## src/hw/rtl/annealing_accept_with_cooling_top_defines.svh

```systemverilog
// assertion macros for the annealing acceptance block
`ifndef ANNEALING_ACCEPT_WITH_COOLING_TOP_DEFINES_SVH
`define ANNEALING_ACCEPT_WITH_COOLING_TOP_DEFINES_SVH
`ifndef SYNTHESIS
`define AAC_ASSERT_NEVER(lbl, cond, msg) \
    lbl: assert property (@(posedge i_clk) disable iff (!i_rst_n) !(cond)) else $error(msg);
`define AAC_ASSERT_NEXT(lbl, ante, cons, msg) \
    lbl: assert property (@(posedge i_clk) disable iff (!i_rst_n) (ante) |=> (cons)) \
    else $error(msg);
`else
`define AAC_ASSERT_NEVER(lbl, cond, msg)
`define AAC_ASSERT_NEXT(lbl, ante, cons, msg)
`endif
`endif

```

## src/hw/rtl/aac_pkg.sv

```systemverilog
// types and constants shared by the annealing acceptance block
package aac_pkg;

    localparam int TEMP_W     = 32;
    localparam int SCORE_W    = 32;
    localparam int STEPS_W    = 24;
    localparam int RND_W      = 16;
    localparam int CFG_IDX_W  = 4;
    localparam int CFG_DATA_W = 32;

    localparam logic [1:0] MODE_LINEAR = 2'd0;
    localparam logic [1:0] MODE_GEO    = 2'd1;

    localparam logic [CFG_IDX_W-1:0] CFG_MODE  = 4'd0;
    localparam logic [CFG_IDX_W-1:0] CFG_START = 4'd1;
    localparam logic [CFG_IDX_W-1:0] CFG_STEPS = 4'd2;
    localparam logic [CFG_IDX_W-1:0] CFG_SCORE = 4'd3;

    localparam logic [TEMP_W-1:0]  TEMP_RESET   = 32'd65536;
    localparam logic [STEPS_W-1:0] STEPS_RESET  = 24'd1000;
    localparam logic [TEMP_W-1:0]  DEC_RESET    = TEMP_W'(65536 / 1000);
    localparam logic [STEPS_W-1:0] STEP_MAX     = {STEPS_W{1'b1}};
    localparam logic [TEMP_W-1:0]  FINISH_LIMIT = 32'd656;
    localparam logic [TEMP_W-1:0]  COOL_BIAS    = 32'd19;
    // ceil(2^35 / 10) and ceil(2^34 / 5), exact for 32-bit operands
    localparam logic [31:0] RECIP_FIVE   = 32'hCCCC_CCCD;
    localparam int          DIV10_SHIFT  = 35;
    localparam int          DIV5_SHIFT   = 34;

    typedef struct packed {
        logic signed [SCORE_W-1:0] score;
        logic [RND_W-1:0]          random_fraction;
    } t_in_item;

    typedef struct packed {
        logic              accepted;
        logic              finished;
        logic [TEMP_W-1:0] temperature_now;
    } t_out_item;

    typedef struct packed {
        logic               start;
        logic [TEMP_W-1:0]  dividend;
        logic [STEPS_W-1:0] divisor;
    } t_div_req;

    typedef struct packed {
        logic              busy;
        logic              done;
        logic [TEMP_W-1:0] quotient;
    } t_div_rsp;

endpackage

```

## src/hw/rtl/aac_div.sv

```systemverilog
// restoring divider, one quotient bit per cycle, for the linear decrement
module aac_div (
    input  logic              i_clk,
    input  logic              i_rst_n,
    input  aac_pkg::t_div_req i_req,
    output aac_pkg::t_div_rsp o_rsp
);
    import aac_pkg::*;

    localparam int CNT_W = $clog2(TEMP_W);
    localparam logic [CNT_W-1:0] CNT_LAST = CNT_W'(TEMP_W - 1);

    logic               r_busy;
    logic               r_done;
    logic [CNT_W-1:0]   r_cnt;
    logic [STEPS_W-1:0] r_rem;
    logic [TEMP_W-1:0]  r_quo;
    logic [STEPS_W-1:0] r_div;

    logic [STEPS_W:0]   trial;
    logic [STEPS_W-1:0] n_rem;
    logic               n_bit;

    always_comb begin
        trial = {r_rem, r_quo[TEMP_W-1]};
        if (trial >= {1'b0, r_div}) begin
            n_bit = 1'b1;
            n_rem = STEPS_W'(trial - {1'b0, r_div});
        end else begin
            n_bit = 1'b0;
            n_rem = trial[STEPS_W-1:0];
        end
    end

    always_ff @(posedge i_clk) begin
        if (!i_rst_n) begin
            r_busy <= 1'b0;
            r_done <= 1'b0;
            r_cnt  <= '0;
        end else begin
            r_done <= 1'b0;
            if (i_req.start) begin
                r_busy <= 1'b1;
                r_cnt  <= '0;
            end else if (r_busy) begin
                r_cnt <= r_cnt + 1'b1;
                if (r_cnt == CNT_LAST) begin
                    r_busy <= 1'b0;
                    r_done <= 1'b1;
                end
            end
        end
    end

    // dividend shifts out of the top of the quotient register as bits come in
    always_ff @(posedge i_clk) begin
        if (i_req.start) begin
            r_rem <= '0;
            r_quo <= i_req.dividend;
            r_div <= i_req.divisor;
        end else if (r_busy) begin
            r_rem <= n_rem;
            r_quo <= {r_quo[TEMP_W-2:0], n_bit};
        end
    end

    assign o_rsp.busy     = r_busy;
    assign o_rsp.done     = r_done;
    assign o_rsp.quotient = r_quo;

endmodule

```

## config.mk

```make
export PLATFORM = sky130hd
export DESIGN_NAME = aac_div
export DESIGN_NICKNAME = d
export VERILOG_FILES = /design/src/hw/rtl/annealing_accept_with_cooling_top_defines.svh /design/src/hw/rtl/aac_pkg.sv /design/src/hw/rtl/aac_div.sv
export SDC_FILE = /design/constraint.sdc
export NUM_CORES = 1
export LEC_CHECK = 0
export BUFFER_PORTS_ARGS = -buffer_cell sky130_fd_sc_hd__buf_2
export CORE_MARGIN = 2
export CORE_UTILIZATION = 50
export DETAILED_ROUTE_END_ITERATION = 12
export GPL_TIMING_DRIVEN = 1
export PLACE_DENSITY = 0.77
export SYNTH_ARGS = -nofsm -noshare
export SYNTH_HDL_FRONTEND = slang
export SYNTH_SLANG_ARGS = --single-unit
```

## constraint.sdc

```tcl
create_clock -name i_clk -period 2.6 [get_ports i_clk]
set_input_delay 0.39 -clock i_clk [delete_from_list [all_inputs] [get_ports i_clk]]
set_output_delay 0.39 -clock i_clk [all_outputs]
set_load 0.01 [all_outputs]
```

==> results of run 1 <==
-- worst paths after layout --
check	from	to	slack, ns	cells after the start
min	i_req[17]	r_div[17]$_DFFE_PP_	0.19	1
min reg2reg	r_rem[13]$_SDFFE_PP0P_	r_rem[13]$_SDFFE_PP0P_	0.49	2
max reg2reg	r_quo[31]$_DFFE_PP_	r_rem[22]$_SDFFE_PP0P_	-0.07	11
max	r_quo[31]$_DFFE_PP_	r_rem[22]$_SDFFE_PP0P_	-0.07	11
-- cells in the mapped netlist (13+ instances only) --
| cell | n | area [sq um] |
|---|---|---|
| ha_1 | 26 | 325 |
| nor2_1 | 53 | 199 |
| a211oi_1 | 19 | 143 |
| nand2_1 | 23 | 86.3 |
| xnor2_1 | 14 | 123 |
| clkbuf_1 | 15 | 56.3 |
| mux2i_1 | 13 | 130 |
| mux2_2 | 31 | 349 |
| dfxtp_1 | 31 | 621 |
| inv_1 | 32 | 120 |
| edfxtp_1 | 56 | 1680 |
| o21ai_0 | 15 | 75.1 |
| a21oi_1 | 32 | 160 |
-- state kept, by name (all words and copies together), names as in the netlist --
signal,cells
r_quo,32
r_div,24
r_rem,24
r_cnt,5
r_busy,1
r_done,1
-- cell usage in the layout, fill, tap and decap left out, types with 9 or more instances in the layout --
cell type | netlist | routed
buf_2 | 2 | 91
edfxtp_1 | 56 | 56
nor2_1 | 53 | 53
inv_1 | 32 | 32
mux2_2 | 31 | 31
dfxtp_1 | 31 | 31
a21oi_1 | 32 | 30
nand2_1 | 23 | 23
a211oi_1 | 19 | 19
ha_1 | 26 | 19
xnor2_1 | 14 | 14
mux2i_1 | 13 | 13
buf_4 | 4 | 12
a21o_1 | 11 | 11
o21ai_0 | 15 | 11
clkbuf_8 | 0 | 9
-- power breakdown --
group / internal [uW] / switching (uW)
Clock: 423 / 523
Combinational: 479 / 530
Sequential: 1610 / 65.9
Total: 2510 / 1120
-- layer usage --
metal | up-vias | share of wire, %
met1 | 1730 | 43
met4 | 0 | 1.2
met3 | 11 | 7.6
met2 | 108 | 48
met5 | - | 0
li1 | 1843 | -
-- timing repair --
| item | CTS | global route |
|---|---|---|
| gates resized for setup | 3 | 19 |
| cloned | 0 | 3 |
| hold buffers | 0 | 0 |
| pin swaps | 1 | 7 |
| setup endpoints to repair | 3 | 25 |
| setup buffers | 0 | 2 |
-- area by class of cell --
type,instances,area (sq um)
fillers,768,3440
multi-input cells,311,2330
flip-flops and latches,87,2300
repair buffers,110,687
well taps,129,161
clock buffers,11,153
inverters,32,120
clock inverters,5,46.3
-- critical path, cell delays in order (launching register included) --
cell and delay, ns:
edfxtp_1 0.40, inv_1 0.08, ha_2 0.19, fa_2 0.23
nor2b_4 0.05, o31a_1 0.27, o41a_1 0.39, a211oi_2 0.25
nor3_2 0.09, a221oi_2 0.29, mux2i_1 0.24, a21oi_1 0.09
-- kinds of logic (layout without fill, tap and decap cells) --
| kind of cell | count (synthesis) | in the layout | synth area share, % |
|---|---|---|---|
| XOR/XNOR | 20 | 20 | 3.68 |
| multiplexers | 44 | 44 | 10.1 |
| buffers and inverters | 53 | 158 | 4.55 |
| adder cells (fa/ha/maj) | 27 | 27 | 7.25 |
| AND/OR/NAND/NOR | 114 | 114 | 11.2 |
| flip-flops | 87 | 87 | 48.3 |
| AO/OA/AOI/OAI | 106 | 106 | 14.9 |
-- stage by stage --
stage | instances | total power (uW) | area [sq um] | setup slack [ns]
floorplan | 451 | 2330 | 4760 | 0.0278
global placement | 664 | 2590 | 5440 | 0.0288
detailed placement | 664 | 2620 | 5440 | -0.0676
CTS | 680 | 3560 | 5640 | -0.0766
global route | 685 | 3830 | 5800 | -0.196
finish | 685 | 3630 | 5800 | -0.0738
==> summary.md, run 1 <==
| Metric | Value |
|---|---|
| Status | finished with violations |
| Failing checks | negative setup slack |
| Crit. End Element | flip-flop |
| Max Cap Viol | 0 |
| Post-synth EDFFs | 56 |
| P per Cell Area | 626 nW/um^2 |
| Iteration-0 DRC count of the detailed router | about 170 |
| Share of cells above drive strength 1 | 32.7% |
| Routed WL per cell | between 10 and 15 um |
| Vias in the first global route | 3608 |
| Via count | 3692 |
| Global Route met2 Usage | 32.7% |
| Mean post-synth cell area | approximately 11 sq um |
| Die height | approximately 100 um |
| CTS Buf Count | 9 |
| CTS Buffer Depth | 2 |
| Clock Latency Late Sink | 0.36 ns |
| Antenna diode count | 0 |
| Final core utilization | 62.7% |
| Met3 GRT Util | between 8 and 9% |
| Slew @ Worst Pin | 0.745 ns |
| HPWL after DPL | 7190 um |
| Worst Hold Class | input port to flip-flop |
| Gr ovfl total | 0 |
| Post-route DRC | 0 |
| DR vias/cell | 5.39 |
| Leakage | 0.00256 uW |
| Nets | 637 |
| RD Place Congestion | 0.845 |
| GRT Overall Usage | 20.0% |
| Ports | just over 90 |
| Critical path type | flip-flop to flip-flop |
| Worst EP arrival | 2.93 ns |
| Die area | 10300 sq um |
| Required @ worst endpoint | 2.85 ns |
| RSZ-0062 raised after global routing | true |
| CTS tree | yes |
| Core Box Area | 9240 sq um |
| Initial Util | 51.5% |
| Post-synth top flop | edfxtp_1 |
| Synth Net Count | 537 |
| Slew HR | 50.3% |
| Max-slew violation count | 0 |
| Area Growth Syn to Fin | 21.7% |
| Post-synth cell types | 52 |
| CP startpoint kind | flip-flop |
| Hold WS | 0.193 ns |
| Crit share post-route | 103% |
| Wirelength, routed | 10200 um |
| Antenna viol nets, final | 0 |
| Clock Pin Slew Worst Setup and Hold Paths | 0.09 ns |
| Setup WS post-layout | -0.0738 ns |
| Met1 usage | 24.5% |
| Final setup viols | 2 |
| Most Crowded Layer GR | met2 |
| CTS root buf | clkbuf_8 |
| H-tree depth | 3 |
| Hold Violations, Final | 0 |
| First-pass GRT wire length | approximately 16000 um |
| Sequential share of the synthesized area | between 40% and 50% |
| Row cnt | 35 |
| Tmin final | 2.67 ns |
| IO buf count | 92 |
| #FFs+latches synth | 87 |
| Sink Count | 87 |
| Worst-path fanout max | 3 |
| Max VDD drop | ~0.46 mV |
| Post-synth ARST share | 0% |
| Max Fclk | roughly 0.37 GHz |
| Post-Syn Area | approximately 4800 sq um |
| Setup tns final | -0.0886 ns |
| Die Wd | 102 um |
| Synth warn | 0 |
| Pin count of the biggest net entering global routing | 53 |
| Cell count after synthesis | 451 |
| TritonRoute pass-1 iters | 4 |
| Post-route clock skew | 0.0122 ns |
| Initial antenna violation count | 0 |
No activity file was read; power rests on OpenSTA's default activity.
==> run 2: changes to the inputs <==
- CTS_BUF_LIST: default -> sky130_fd_sc_hd__clkbuf_2 sky130_fd_sc_hd__clkbuf_4 sky130_fd_sc_hd__clkbuf_8
- PLACE_DENSITY: 0.77 -> 0.74
- clock period: 2.6 -> 3 ns (I/O delays scaled with it)
==> summary.md, run 2 (synthesis results as in run 1) <==
| Metric | Value |
|---|---|
| Hold-critical path depth | 1 (unchanged) |
| Post-route DRC | 0 (unchanged) |
| Initial antenna violation count | 0 (unchanged) |
| Reg with most FFs | r_quo |
| Die area | 10300 sq um (unchanged) |
| Final core utilization | 59.9% (-2.9 points) |
| Initial Util | 51.5% (unchanged) |
| Row cnt | 35 (unchanged) |
| Share of cells above drive strength 1 | 28.3% (-4.5 points) |
| Seq pwr share | 48.6% (+2.4 points) |
| Wirelength, routed | 9960 um (-2.7%) |
| Clock Pin Slew Worst Setup and Hold Paths | 0.10 ns (about the same) |
| Via count | 3648 (-1.2%) |
| CTS root buf | clkbuf_8 |
| Post-route clock skew | 0.0142 ns (+0.00194 ns) |
| # fillers | 795 (+3.5%) |
| P per Cell Area | 541 nW/um^2 (-14%) |
| GRT Overall Usage | 20.3% (+0.31 points) |
| Vias in the first global route | 3733 (+3.5%) |
| Hold Startpoint | i_req[18] |
| Pint | 2060 uW (-18%) |
| Number of flip-flops in the largest register | 32 (unchanged) |
| HPWL after DPL | 7340 um (+2.2%) |
| Clock power frac | 26.2% (about the same) |
| Commonest non-fill, non-tap cells in the layout | buf_2 (91), edfxtp_1 (56), nor2_1 (53), inv_1 (32), a21oi_1 (32) |
| R2R cell count | 11 (unchanged) |
| Tmin final | 2.76 ns (+0.0872 ns) |
| Die Wd | 102 um (unchanged) |
| WHS Endpoint | r_div[18]$_DFFE_PP_ |
| Crit. End Element | flip-flop |
| Pin count of the biggest net entering global routing | 34 (-36%) |
| CTS tree | yes |
| RR Startpoint | r_quo[31]$_DFFE_PP_ |
| Commonest non-fill, non-tap cell in the layout | buf_2 |
| Max Cap Viol | 0 (unchanged) |
| Worst-path fanout max | 4 (+1) |
| CTS Buffer Depth | 2 (unchanged) |
| R2R Setup Slk | 0.24 ns (+0.31 ns) |
| Hold Violations, Final | 0 (unchanged) |
| Setup tns final | 0 ns (+0.0886 ns) |
| Sink Count | 87 (unchanged) |
| Required @ worst endpoint | 3.26 ns (+0.41 ns) |
| Die height | 102 um (unchanged) |
| TritonRoute pass-1 iters | 4 (unchanged) |
| Comb pwr share | 25.3% (-2.5 points) |
| CTS Buf Count | 9 (unchanged) |
| Routed WL per cell | 14.8 um (-1.1%) |
| Cell area after layout | 5530 sq um (-4.6%) |
| RSZ-0062 raised after global routing | false |
| H-tree depth | 3 (unchanged) |
| First-pass GRT wire length | 16500 um (+1.1%) |
| Switch share | 31.1% (+0.31 points) |
| Core Box Area | 9240 sq um (unchanged) |
| Nets | 626 (-1.7%) |
| Status | completed |
| Largest registers in the final layout | r_quo: 32 flops, r_div: 24 flops, r_rem: 24 flops |
| Slew @ Worst Pin | 0.733 ns (-0.0121 ns) |
| Worst Hold Class | input port to flip-flop |
| Gr ovfl total | 0 (unchanged) |
| Max-slew violation count | 0 (unchanged) |
| Total net switching power | 932 uW (-17%) |
| Max VDD drop | 0.444 mV (-3.0%) |
| Leakage | 0.00246 uW (-3.9%) |
| RD Place Congestion | 0.888 (+5.2%) |
| Iteration-0 DRC count of the detailed router | 191 (+13%) |
| Post-CTS resize count | 0 (-3) |
| Area Growth Syn to Fin | 16.1% |
| Ports | 93 (unchanged) |
| Final setup viols | 0 (-2) |
| IO buf count | 92 (unchanged) |
| Area after DPL | 5350 sq um (-1.6%) |
| Max Fclk | 0.362 GHz (-3.2%) |
| Slew HR | 51.1% (+0.80 points) |
| Antenna diode count | 0 (unchanged) |
| Worst EP arrival | 3.02 ns (+0.09 ns) |
| Antenna viol nets, final | 0 (unchanged) |
| Clock Latency Late Sink | 0.37 ns (about the same) |
| Crit share post-route | 92.0% (-11 points) |
| CP startpoint kind | flip-flop |
| Reg2reg end | r_rem[22]$_SDFFE_PP0P_ |
| DR vias/cell | 5.41 (+0.42%) |
| Critical path type | flip-flop to flip-flop |
-- run 2: changes by cell type in the layout (fill, tap and decap cells not counted), moves of 3 or more --
cell       change
buf_12         -4
o21ai_0        +4
o21ai_1        -3
buf_4          -4
ha_2           -7
ha_1           +7
clkbuf_16      -3
-- run 2: worst max-delay path: stages (launching register included) --
cell and delay, ns:
edfxtp_1 0.42, inv_1 0.08, ha_1 0.18, fa_1 0.26, nor2b_4 0.06, o31a_1 0.28
o41a_1 0.40, a211oi_2 0.29, nor3_1 0.12, a221oi_2 0.29, mux2i_1 0.21, a21oi_1 0.07
-- run 2: layout make-up --
type                            instances  area (sq um)  area share, %
Inverter                               32           120           2.17
Timing Repair Buffer                   99           515           9.32
Clock inverter                          5          41.3          0.747
Clock buffer                           11           139           2.51
Sequential cell                        87          2300           41.6
Multi-Input combinational cell        311          2250           40.7
Tap cell                              129           161           2.92
-- run 2: worst max path at each step --
stage,start,slack [ns],cells after the start,to
3_3_place_gp,r_quo[31]$_DFFE_PP_,0.34,11,r_rem[22]$_SDFFE_PP0P_
3_5_place_dp,r_quo[31]$_DFFE_PP_,0.20,11,r_rem[22]$_SDFFE_PP0P_
5_1_grt,r_quo[31]$_DFFE_PP_,0.03,11,r_rem[22]$_SDFFE_PP0P_
2_1_floorplan,r_quo[31]$_DFFE_PP_,0.39,11,r_rem[22]$_SDFFE_PP0P_
6_report,r_quo[31]$_DFFE_PP_,0.24,11,r_rem[22]$_SDFFE_PP0P_
4_1_cts,r_quo[31]$_DFFE_PP_,0.19,11,r_rem[22]$_SDFFE_PP0P_
-- run 2: power groups by stage --
stage	sequential, uW	combinational [uW]	clock [uW]
2_1_floorplan	1490	531	0
3_3_place_gp	1480	731	0
3_5_place_dp	1480	756	0
4_1_cts	1450	757	809
5_1_grt	1470	845	844
6_report	1450	757	783
-- run 2: metrics by stage --
step | hold slack [ns] | total power (uW) | setup WS (ns) | cells
6_report | 0.250 | 2990 | 0.239 | 674
4_1_cts | 0.233 | 3020 | 0.191 | 674
3_3_place_gp | 0.471 | 2210 | 0.336 | 658
3_5_place_dp | 0.481 | 2230 | 0.201 | 658
5_1_grt | 0.223 | 3160 | 0.0260 | 674
2_1_floorplan | 0.458 | 2020 | 0.387 | 451
-- run 2: repair_timing --
action | 4_1_cts | 5_1_grt
hold buffers | 0 | 0
endpoints found under the setup margin | 0 | 1
buffers inserted | 0 | 0
-- run 2: layer usage --
layer	up-vias	global-route usage (%)	wire (um)	share of wire (%)
met3	7	7.80	739	7.4
met2	108	34.3	4800	48
met5	-	0	0	0
li1	1808	-	-	-
met4	0	6.55	102	1.0
met1	1725	24.0	4320	43
